<file path="config.mk">
export PLATFORM = sky130hd
export DESIGN_NAME = touch_pad_gesture_recognizer_unit
export DESIGN_NICKNAME = d
export VERILOG_FILES = /design/src/sv/tpgr_pkg.sv /design/src/sv/touch_pad_gesture_recognizer_unit.sv
export SDC_FILE = /design/constraint.sdc
export NUM_CORES = 1
export LEC_CHECK = 0
export ABC_CLOCK_PERIOD_IN_PS = 3800
export BUFFER_PORTS_ARGS = -buffer_cell sky130_fd_sc_hd__buf_2
export CAP_MARGIN = 30
export CORE_MARGIN = 10
export CORE_UTILIZATION = 30
export DETAILED_ROUTE_END_ITERATION = 10
export SLEW_MARGIN = 20
export SYNTH_ARGS = -nofsm -noshare
export SYNTH_HDL_FRONTEND = slang
export SYNTH_SLANG_ARGS = --single-unit
export TNS_END_PERCENT = 1
</file>
<file path="constraint.sdc">
create_clock -name clk_i -period 3.8 [get_ports clk_i]
set_input_delay 0.19 -clock clk_i [delete_from_list [all_inputs] [get_ports clk_i]]
set_output_delay 0.19 -clock clk_i [all_outputs]
set_load 0.02 [all_outputs]
</file>
<file path="src/sv/tpgr_pkg.sv">
// shared codes and pad helper functions for the touch pad gesture recognizer
`default_nettype none

package tpgr_pkg;

  localparam int unsigned LevelBitsDefault = 16;

  localparam int unsigned StateBits = 5;
  localparam int unsigned PadBits   = 3;
  localparam int unsigned CodeBits  = 3;

  // tracking states
  localparam logic [StateBits-1:0] StIdle      = 5'd0;
  localparam logic [StateBits-1:0] StLastStart = 5'd4;
  localparam logic [StateBits-1:0] StLastSwipe = 5'd8;
  localparam logic [StateBits-1:0] StCwBegin   = 5'd9;
  localparam logic [StateBits-1:0] StCcwBegin  = 5'd13;
  localparam logic [StateBits-1:0] StLastValid = 5'd16;

  // pad codes
  localparam logic [PadBits-1:0] PadNone   = 3'd0;
  localparam logic [PadBits-1:0] PadLeft   = 3'd1;
  localparam logic [PadBits-1:0] PadUp     = 3'd2;
  localparam logic [PadBits-1:0] PadRight  = 3'd3;
  localparam logic [PadBits-1:0] PadDown   = 3'd4;
  localparam logic [PadBits-1:0] PadCentre = 3'd5;

  // gesture codes
  localparam logic [CodeBits-1:0] GestNone     = 3'd0;
  localparam logic [CodeBits-1:0] GestReleased = 3'd1;
  localparam logic [CodeBits-1:0] GestRight    = 3'd2;
  localparam logic [CodeBits-1:0] GestLeft     = 3'd3;
  localparam logic [CodeBits-1:0] GestUp       = 3'd4;
  localparam logic [CodeBits-1:0] GestDown     = 3'd5;
  localparam logic [CodeBits-1:0] GestCw       = 3'd6;
  localparam logic [CodeBits-1:0] GestCcw      = 3'd7;

  // neighbor one step clockwise round the outer pads
  function automatic logic [PadBits-1:0] pad_cw(input logic [PadBits-1:0] p);
    return {1'b0, p[1:0]} + 3'd1;
  endfunction

  // neighbor one step counterclockwise
  function automatic logic [PadBits-1:0] pad_ccw(input logic [PadBits-1:0] p);
    return {1'b0, p[1:0] + 2'd2} + 3'd1;
  endfunction

  // pad across the centre
  function automatic logic [PadBits-1:0] pad_opp(input logic [PadBits-1:0] p);
    return {1'b0, p[1:0] + 2'd1} + 3'd1;
  endfunction

endpackage

`default_nettype wire

</file>
<file path="src/sv/touch_pad_gesture_recognizer_unit.sv">
// top level of the touch pad gesture recognizer
`default_nettype none

// One scan of the five-pad cross enters per request and yields one gesture code.
// The strongest touched pad is picked by a compare chain in the order left, up,
// right, down, centre, with ties going to the later pad. The tracking state machine
// and the output code register both load when the scan is accepted, so the code shows in the next cycle.
// A new scan is accepted every cycle while the output is empty or being taken, so
// the sustained rate is one scan per clock; the loops are the tracking state,
// previous pad and circling registers.
module touch_pad_gesture_recognizer_unit #(
  parameter int unsigned LevelBits = tpgr_pkg::LevelBitsDefault
) (
  input  wire logic                 clk_i,
  input  wire logic                 rst_ni,
  input  wire logic                 in_valid_i,
  output logic                      in_ready_o,
  input  wire logic                 left_touched_i,
  input  wire logic                 up_touched_i,
  input  wire logic                 right_touched_i,
  input  wire logic                 down_touched_i,
  input  wire logic                 centre_touched_i,
  input  wire logic [LevelBits-1:0] left_level_i,
  input  wire logic [LevelBits-1:0] up_level_i,
  input  wire logic [LevelBits-1:0] right_level_i,
  input  wire logic [LevelBits-1:0] down_level_i,
  input  wire logic [LevelBits-1:0] centre_level_i,
  output logic                      out_valid_o,
  input  wire logic                 out_ready_i,
  output logic [2:0]                gesture_code_o
);

  localparam int unsigned SB = tpgr_pkg::StateBits;
  localparam int unsigned PB = tpgr_pkg::PadBits;
  localparam int unsigned CB = tpgr_pkg::CodeBits;

  logic [SB-1:0] track_state_q, track_state_d;
  logic [PB-1:0] previous_pad_q, previous_pad_d;
  logic          circling_q, circling_d;
  logic          out_valid_q;
  logic [CB-1:0] code_q, code_d;

  logic          in_fire;
  logic [7:0]    tf;
  logic [7:0]    fv;
  logic          any_touch;
  logic [LevelBits-1:0] lv [1:5];
  logic [PB-1:0]        w_idx;
  logic [LevelBits-1:0] w_lv;

  assign in_ready_o = !out_valid_q || out_ready_i;
  assign in_fire    = in_valid_i && in_ready_o;

  assign tf = {2'b00, centre_touched_i, down_touched_i, right_touched_i,
               up_touched_i, left_touched_i, 1'b0};
  assign any_touch = |tf[5:1];

  assign lv[1] = left_touched_i  ? left_level_i  : '0;
  assign lv[2] = up_touched_i    ? up_level_i    : '0;
  assign lv[3] = right_touched_i ? right_level_i : '0;
  assign lv[4] = down_touched_i  ? down_level_i  : '0;
  assign lv[5] = (centre_touched_i && !circling_q) ? centre_level_i : '0;

  // strongest pad, ties go to the later pad
  always_comb begin
    w_idx = tpgr_pkg::PadLeft;
    w_lv  = lv[1];
    for (int i = 2; i <= 5; i++) begin
      if (!(w_lv > lv[i])) begin
        w_idx = PB'(i);
        w_lv  = lv[i];
      end
    end
  end

  always_comb begin
    fv        = '0;
    fv[w_idx] = tf[w_idx];
  end

  always_comb begin
    logic [SB-1:0] st;
    logic [PB-1:0] p;
    logic [PB-1:0] s;
    logic [PB-1:0] t;
    logic [PB-1:0] adv;
    logic [PB-1:0] back;
    logic [1:0]    phase;
    logic          ccw;
    logic          hit;
    logic          circ_clr;

    circ_clr   = !any_touch && circling_q;
    st         = circ_clr ? tpgr_pkg::StIdle : track_state_q;
    p          = previous_pad_q;
    circling_d = circ_clr ? 1'b0 : circling_q;
    code_d     = any_touch ? tpgr_pkg::GestNone : tpgr_pkg::GestReleased;
    s          = st[PB-1:0];
    t          = PB'(st - 5'd4);
    phase      = 2'(st - tpgr_pkg::StCwBegin);
    ccw        = st >= tpgr_pkg::StCcwBegin;
    adv        = ccw ? tpgr_pkg::pad_ccw(p) : tpgr_pkg::pad_cw(p);
    back       = ccw ? tpgr_pkg::pad_cw(p) : tpgr_pkg::pad_ccw(p);
    hit        = 1'b0;

    priority if (st == tpgr_pkg::StIdle) begin
      for (int i = 1; i <= 4; i++) begin
        if (fv[i]) begin
          st = SB'(i);
        end
      end
      p = tpgr_pkg::PadNone;
    end else if (st <= tpgr_pkg::StLastStart) begin
      if (fv[tpgr_pkg::PadCentre] && !fv[tpgr_pkg::pad_cw(s)] &&
          !fv[tpgr_pkg::pad_ccw(s)] && !circling_q) begin
        st = 5'd4 + {2'b00, tpgr_pkg::pad_opp(s)};
      end
      if (fv[tpgr_pkg::pad_cw(s)]) begin
        st = tpgr_pkg::StCwBegin;
        p  = s;
      end
      if (fv[tpgr_pkg::pad_ccw(s)]) begin
        st = tpgr_pkg::StCcwBegin;
        p  = s;
      end
    end else if (st <= tpgr_pkg::StLastSwipe) begin
      if (t == tpgr_pkg::PadLeft) begin
        hit = !fv[tpgr_pkg::PadRight] && fv[tpgr_pkg::PadLeft];
      end else if (t == tpgr_pkg::PadDown) begin
        hit = !fv[tpgr_pkg::PadUp] && fv[tpgr_pkg::PadDown];
      end else begin
        hit = fv[t];
      end
      if (hit) begin
        unique case (t)
          tpgr_pkg::PadRight: code_d = tpgr_pkg::GestRight;
          tpgr_pkg::PadLeft:  code_d = tpgr_pkg::GestLeft;
          tpgr_pkg::PadUp:    code_d = tpgr_pkg::GestUp;
          default:            code_d = tpgr_pkg::GestDown;
        endcase
        st = tpgr_pkg::StIdle;
      end
    end else if (st <= tpgr_pkg::StLastValid) begin
      if (p < tpgr_pkg::PadLeft || p > tpgr_pkg::PadDown) begin
        st = tpgr_pkg::StIdle;
      end else if (!fv[p] && fv[adv]) begin
        if (phase != 2'd3) begin
          st = st + 5'd1;
          p  = adv;
        end else begin
          code_d     = ccw ? tpgr_pkg::GestCcw : tpgr_pkg::GestCw;
          circling_d = 1'b1;
          st         = tpgr_pkg::StIdle;
        end
      end else if (!fv[p] && fv[back]) begin
        if (phase == 2'd2) begin
          st = ccw ? tpgr_pkg::StCwBegin : tpgr_pkg::StCcwBegin;
        end else begin
          st = tpgr_pkg::StIdle;
        end
        p = tpgr_pkg::PadNone;
      end
    end else begin
      st     = tpgr_pkg::StIdle;
      code_d = tpgr_pkg::GestNone;
    end

    if (code_d == tpgr_pkg::GestReleased) begin
      st = tpgr_pkg::StIdle;
    end

    track_state_d  = st;
    previous_pad_d = p;
  end

  always_ff @(posedge clk_i or negedge rst_ni) begin
    if (!rst_ni) begin
      track_state_q  <= tpgr_pkg::StIdle;
      previous_pad_q <= tpgr_pkg::PadNone;
      circling_q     <= 1'b0;
      out_valid_q    <= 1'b0;
    end else begin
      if (in_fire) begin
        track_state_q  <= track_state_d;
        previous_pad_q <= previous_pad_d;
        circling_q     <= circling_d;
        out_valid_q    <= 1'b1;
      end else if (out_ready_i) begin
        out_valid_q    <= 1'b0;
      end
    end
  end

  always_ff @(posedge clk_i) begin
    if (in_fire) begin
      code_q <= code_d;
    end
  end

  assign out_valid_o    = out_valid_q;
  assign gesture_code_o = code_q;

`ifndef SYNTHESIS
  a_state_legal: assert property (@(posedge clk_i) disable iff (!rst_ni)
    track_state_q <= tpgr_pkg::StLastValid)
    else $error("tracking state out of range");

  a_pad_legal: assert property (@(posedge clk_i) disable iff (!rst_ni)
    previous_pad_q <= tpgr_pkg::PadDown)
    else $error("previous pad out of range");

  a_release_idle: assert property (@(posedge clk_i) disable iff (!rst_ni)
    in_fire && !any_touch |=> track_state_q == tpgr_pkg::StIdle && !circling_q &&
      gesture_code_o == tpgr_pkg::GestReleased)
    else $error("release did not return to idle");

  a_circling_rise: assert property (@(posedge clk_i) disable iff (!rst_ni)
    $rose(circling_q) |-> out_valid_o &&
      (gesture_code_o == tpgr_pkg::GestCw || gesture_code_o == tpgr_pkg::GestCcw))
    else $error("circling set without a rotation");
`endif

endmodule

`default_nettype wire
</file>
* Word level (Yosys, flattened, before mapping)
Index checks and enable logic that the tools add are counted.
** Storage, ports and cells
- Bits in registers :: 13
- Logic and storage cells :: 160
- Output and inout port bits :: 5
- Input port bits :: 89
** Cells by class
- Muxes and demuxes :: 86
- Add/subtract/negate cells :: 12
- Reduce and logical (&&, ||, !) cells :: 27
- Eq/ne operators :: 11
- Bitwise gates (word level) :: 1
- Magnitude comparators :: 18
** Operators with widths (number)
- $mux W16 :: 8
- $mux W5 :: 18
- $mux W3 :: 23
- $gt A16 B16 Y1 :: 4
- $lt A3 B4 Y1 const B :: 7
- $mux W1 :: 25
- $bmux W1 S3 :: 7
- $add A2 B1 Y3 const B :: 5
- $logic_and A1 B1 Y1 :: 11
- $pmux W3 S3 :: 1
- $and A8 B8 Y8 :: 1
- $logic_not A1 Y1 :: 8
- $reduce_and A7 Y1 :: 1
- $eq A3 B1 Y1 const B :: 2
- $eq A3 B2 Y1 const B :: 2
- $ne A3 B3 Y1 const B :: 2
- $add A5 B1 Y5 const B :: 1
- $ge A5 B4 Y1 const B :: 1
- $le A5 B3 Y1 const B :: 1
- $le A5 B4 Y1 const B :: 1
- $le A5 B5 Y1 const B :: 1
- $logic_not A5 Y1 :: 1
- $reduce_or A5 Y1 :: 1
- $add A2 B2 Y2 const B :: 2
- other kinds (19) :: 21

* Longest topological paths before layout
- Depth after elaboration :: 27
- Depth in mapped cells :: 49
- Depth with buffers taken out :: 40

* Worst setup path after synthesis
OpenSTA, ideal clock, no wires.
- Path kind :: input to register
- Start :: input up_touched_i
- End :: register previous_pad_q[0]
- Data arrival time :: 9258 ps
- Library setup time :: 128 ps
- Data required time :: 3672 ps
- Slack :: -5586 ps
- Stages :: 44
- Buffers on the path :: 7
- Path through :: clkbuf_1 clkbuf_1 nand2_1 ha_1 nand2_1 nor4_2 mux2_4 nor2_1 clkbuf_1 clkbuf_1 o21ai_0 ha_1 or4_1 a21oi_1 o21ai_1 o21ai_1 nor3b_2 o311ai_1 (+8 left out) o311ai_4 clkbuf_1 nand2b_1 nand2_1 ha_1 nand4_1 nor3_1 a21oi_1 a21oi_1 nor2b_2 and2_1 nand2_1 mux2_2 o2bb2ai_2 and2_4 o21ai_2 a221oi_2 mux2_1
** Between the ends
- Word-level cells in the longest chain between the ends :: 24
- Elaborated cells on any way between the ends :: 65
- Those cells by class :: 4 x add/sub; 10 x order compare; 5 x eq/ne; 34 x mux; 1 x bitwise; 11 x reduce/logical
** RTL lines
- from (decl) :: line touch_pad_gesture_recognizer_unit.sv:19 : input wire logic up_touched_i,
- $mux W16 :: line touch_pad_gesture_recognizer_unit.sv:59 : assign lv[2] = up_touched_i ? up_level_i : '0;
- $gt A16 B16 Y1 :: line touch_pad_gesture_recognizer_unit.sv:69 : if (!(w_lv > lv[i])) begin
- $mux W16 :: line touch_pad_gesture_recognizer_unit.sv:69
- $gt A16 B16 Y1 :: line touch_pad_gesture_recognizer_unit.sv:69
- $mux W16 :: line touch_pad_gesture_recognizer_unit.sv:69
- $gt A16 B16 Y1 :: line touch_pad_gesture_recognizer_unit.sv:69
- $mux W16 :: line touch_pad_gesture_recognizer_unit.sv:69
- $gt A16 B16 Y1 :: line touch_pad_gesture_recognizer_unit.sv:69
- (+8 left out)
- $logic_not A1 Y1 :: line touch_pad_gesture_recognizer_unit.sv:146, touch_pad_gesture_recognizer_unit.sv:155
- $logic_and A1 B1 Y1 :: line touch_pad_gesture_recognizer_unit.sv:146 : end else if (!fv[p] && fv[adv]) begin
- $mux W3 :: line touch_pad_gesture_recognizer_unit.sv:146
- $mux W3 :: line touch_pad_gesture_recognizer_unit.sv:144 : if (p < tpgr_pkg::PadLeft || p > tpgr_pkg::PadDown) begin
- $mux W3 :: line touch_pad_gesture_recognizer_unit.sv:143 : end else if (st <= tpgr_pkg::StLastValid) begin
- $mux W3 :: line touch_pad_gesture_recognizer_unit.sv:126 : end else if (st <= tpgr_pkg::StLastSwipe) begin
- $mux W3 :: line touch_pad_gesture_recognizer_unit.sv:113 : end else if (st <= tpgr_pkg::StLastStart) begin
- $mux W3 :: line touch_pad_gesture_recognizer_unit.sv:106 : priority if (st == tpgr_pkg::StIdle) begin
- to (signal assigned) :: line touch_pad_gesture_recognizer_unit.sv:179 : previous_pad_q <= tpgr_pkg::PadNone;
- to (signal assigned) :: line touch_pad_gesture_recognizer_unit.sv:185 : previous_pad_q <= previous_pad_d;
- to (decl) :: line touch_pad_gesture_recognizer_unit.sv:38 : logic [PB-1:0] previous_pad_q, previous_pad_d;
Parallel ways exist; a longest one is shown, timed or not. The select of a mux whose other input is x is not followed.
A chain may end at the register's enable or synchronous reset.

* Final worst setup path
- Start :: input left_touched_i
- End :: register previous_pad_q[0]
** Between the ends
- Word-level cells in the longest chain between the ends :: 24
- Elaborated cells on any way between the ends :: 65
- Those cells by class :: 4 x add/sub; 10 x order compare; 5 x eq/ne; 34 x mux; 1 x bitwise; 11 x reduce/logical
** RTL lines
- from (decl) :: line touch_pad_gesture_recognizer_unit.sv:18 : input wire logic left_touched_i,
- $mux W16 :: line touch_pad_gesture_recognizer_unit.sv:58 : assign lv[1] = left_touched_i ? left_level_i : '0;
- $gt A16 B16 Y1 :: line touch_pad_gesture_recognizer_unit.sv:69
- $mux W16 :: line touch_pad_gesture_recognizer_unit.sv:69
- $gt A16 B16 Y1 :: line touch_pad_gesture_recognizer_unit.sv:69
- $mux W16 :: line touch_pad_gesture_recognizer_unit.sv:69
- $gt A16 B16 Y1 :: line touch_pad_gesture_recognizer_unit.sv:69
- $mux W16 :: line touch_pad_gesture_recognizer_unit.sv:69
- $gt A16 B16 Y1 :: line touch_pad_gesture_recognizer_unit.sv:69
- (+8 left out)
- $logic_not A1 Y1 :: line touch_pad_gesture_recognizer_unit.sv:146, touch_pad_gesture_recognizer_unit.sv:155
- $logic_and A1 B1 Y1 :: line touch_pad_gesture_recognizer_unit.sv:146
- $mux W3 :: line touch_pad_gesture_recognizer_unit.sv:146
- $mux W3 :: line touch_pad_gesture_recognizer_unit.sv:144
- $mux W3 :: line touch_pad_gesture_recognizer_unit.sv:143
- $mux W3 :: line touch_pad_gesture_recognizer_unit.sv:126
- $mux W3 :: line touch_pad_gesture_recognizer_unit.sv:113
- $mux W3 :: line touch_pad_gesture_recognizer_unit.sv:106
Parallel ways exist; a longest one is shown, timed or not. The select of a mux whose other input is x is not followed.

==> flow_summary.ini <==
[final_layout]
final_common_cell = buf_4
drive_gt1_share_pct = 47.68
final_cell_mix = buf_4 (173), nand2_1 (130), buf_2 (91)
antenna_cells = 0
area_delta_synth_final_pct = 69.80
fillers = 1313
nNetsFinal = 1066
fin_cells = 1084

[pwr]
p_total_mw = 3.332
power_leakage_nw = 3.421
p_per_area_nw_per_um2 = 451.6
ir_drop_mv = 0.2342

[yosys]
synth_edf_count = 3
ys.flop_type = dfrtp_1
avgSynthCellArea_um2 = 6.675
syn_inst = 651
yosys_warnings = 0
mappedNetlistArea_um2 = 4345
synth_cell_types = 80
syn_nets = 812
ys_seq_elements = 13
ys_async_sr_fraction_pct = 76.92
synth.area.top_cells = ha_1 (21%), nand2_1 (13%), o21ai_0 (6.3%)
yosys.area.top_type_share_pct = 20.73
synth_seq_area_share_pct = 7.832
yosysTopAreaCell = ha_1

[sta]
setup_tns_ns = -52.42
clock_skew_ns = 0.002854
relSlewSlack_pct = 63.12
min_period_ns = 8.341
fmax_mhz = 119.9
hold_ws_ns = 0.1503
setup_viol_count_final = 12
finalMaxSlewViolations = 0
hold_viol = 0
tightest_slew_ns = 0.5475
fin_ws_ns = -4.541
rsz0062_at_grt = true
min_period_over_period_pct = 219.5

[floorplanning]
initial_core_util_pct = 30.95
die_area_um2 = 19700
num_io_pins = 94
num_rows = 43
die_h_um = 140.4
coreArea_um2 = 14040
die_w_um = 140.4

[run_status]
failed_checks = setup timing
status = complete, but fails checks

[drt]
drt_iter0_markers = 396
wl_per_cell_um = 15.78
first_pass_iters = 5
routed_wl_um = 17110
ant_nets = 0
drc = 0
via_count = 5736
via_per_inst = 5.292

[placed_design]
dp_hpwl_um = 13260
place_ws_ns = -4.928
dp_cells = 1056
place_congestion = 0.9812
port_buffers = 93

[critical_path]
ff2ff_setup_slack_ns = -0.07
cp.arrival_ns = 8.47
r2r_cells = 17
max_stage_delay_ns = 0.38
startpoint_type = input port
crit_type = in -> reg
cp-end-kind = register
r2r-end = previous_pad_q[0]$_DFFE_PN0P_
worstPathMaxFanout = 16
crit_path_frequent_cell = buf_4
worst_r2r_startpoint = circling_q$_DFFE_PN0P_
cpMaxStageDelayCell = a2111oi_4
required_ns = 3.93

[cts]
cts.clk_slew.worst_paths_ns = 0.05
cts_max_path_buffers = 2
cts_sinks = 13
cts_tree = done
numCtsBuffers = 3
clk_latency_ns = 0.25
cts-root-buf = clkbuf_16
htreeDepth = 1

[hold_path]
min_to = out_valid_o$_DFFE_PN0P_
hp-class = in -> reg
hold_depth = 2
hold_path_startpoint = in_valid_i

[grt]
antenna_found_initial = 0
grt_pass1_wl_um = 25340
gr-usage-all-layers_pct = 14.81
grt_pass1_vias = 5483
gr-total-overflow = 0
grt_max_degree = 30

[run]
max_cap_violations = 0
## timing repair
| action | 4_1_cts | 5_1_grt |
|---|---|---|
| pin swaps | 1 | 64 |
| hold buffers | 1 | 0 |
| buffers inserted | 0 | 18 |
| hold endpoints to repair | 10 | 0 |
| endpoints found under the setup margin | 12 | 12 |
| gates resized for setup | 7 | 137 |
| gates cloned | 0 | 5 |
## cell families (layout without fill, tap and decap cells)
| family | count (synthesis) | after routing | synth area share, % |
|---|---|---|---|
| and+or+nand+nor | 330 | 330 | 36.63 |
| DFF | 13 | 13 | 7.832 |
| xor gates and xnor gates | 3 | 3 | 0.6048 |
| muxes | 16 | 16 | 4.060 |
| buffers and inverters | 45 | 298 | 4.204 |
| AOI/OAI and AO/OA | 172 | 172 | 25.94 |
| adders and majority gates | 72 | 72 | 20.73 |
## report_power, final
group	switching [mW]	total (mW)	internal, mW
registers	0.0493	0.230	0.181
logic	1.49	2.90	1.41
clock network	0.0636	0.204	0.140
total	1.60	3.33	1.73
## critical path, delay by kind of cell
family	cells	cell delay, ns
buffers and inverters	12	1.64
AOI/OAI and AO/OA	11	1.97
adders and majority gates	4	1.06
muxes	2	0.68
and+or+nand+nor	20	2.96
## cell usage after synthesis (7+ instances only)
cell / number
a21oi_1: 37
a31oi_1: 8
and2_1: 21
and3_1: 10
clkbuf_1: 24
dfrtp_1: 10
ha_1: 72
inv_1: 14
mux2i_1: 8
nand2_1: 155
nand2b_1: 21
nand3_1: 31
nand4_1: 14
nor2_1: 31
nor2b_1: 7
nor3_1: 13
o21a_1: 9
o21ai_0: 55
o21ai_1: 11
o31ai_1: 8
## through the flow
step	cell area (um^2)	utilization [%]
after floorplan	4653	-
after global placement	6372	45.38
after detailed placement	6372	45.38
after CTS	6484	46.17
after global routing	7378	52.54
final	7378	52.54
## worst max path at each step
stage / slack (ns) / depth (start not counted) / endpoint / start
2_1_floorplan: -4.42 / 45 / previous_pad_q[0]$_DFFE_PN0P_ / left_touched_i
3_3_place_gp: -4.85 / 43 / track_state_q[1]$_DFFE_PN0P_ / up_touched_i
3_5_place_dp: -4.93 / 43 / previous_pad_q[0]$_DFFE_PN0P_ / up_touched_i
4_1_cts: -4.52 / 41 / previous_pad_q[0]$_DFFE_PN0P_ / left_touched_i
5_1_grt: -4.88 / 49 / previous_pad_q[1]$_DFFE_PN0P_ / left_touched_i
6_report: -4.54 / 49 / previous_pad_q[0]$_DFFE_PN0P_ / left_touched_i
## sequential cells by signal, indices dropped and copies added (netlist names)
register        count
track_state_q       5
gesture_code_o      3
previous_pad_q      3
circling_q          1
out_valid_o         1
## area by class of cell
cell class                 count  area [um^2]  area share (%)
timing repair buffer         280         2039           27.64
multi-input combinational    593         4641           62.90
clock buffer                   3        75.07           1.017
tap                          180        225.2           3.052
sequential                    13        340.3           4.613
inverter                      14        52.55          0.7122
clock inverter                 1        5.005         0.06783
## layer usage
metal | vias to the layer above | global-route usage [%] | share of wire (%)
met2 | 197 | 26.50 | 49
met3 | 31 | 1.893 | 5.6
met5 | - | 0 | 0
met1 | 2637 | 18.64 | 44
li1 | 2871 | - | -
met4 | 0 | 2.228 | 1.8
Power figures use the tool's default switching activity.
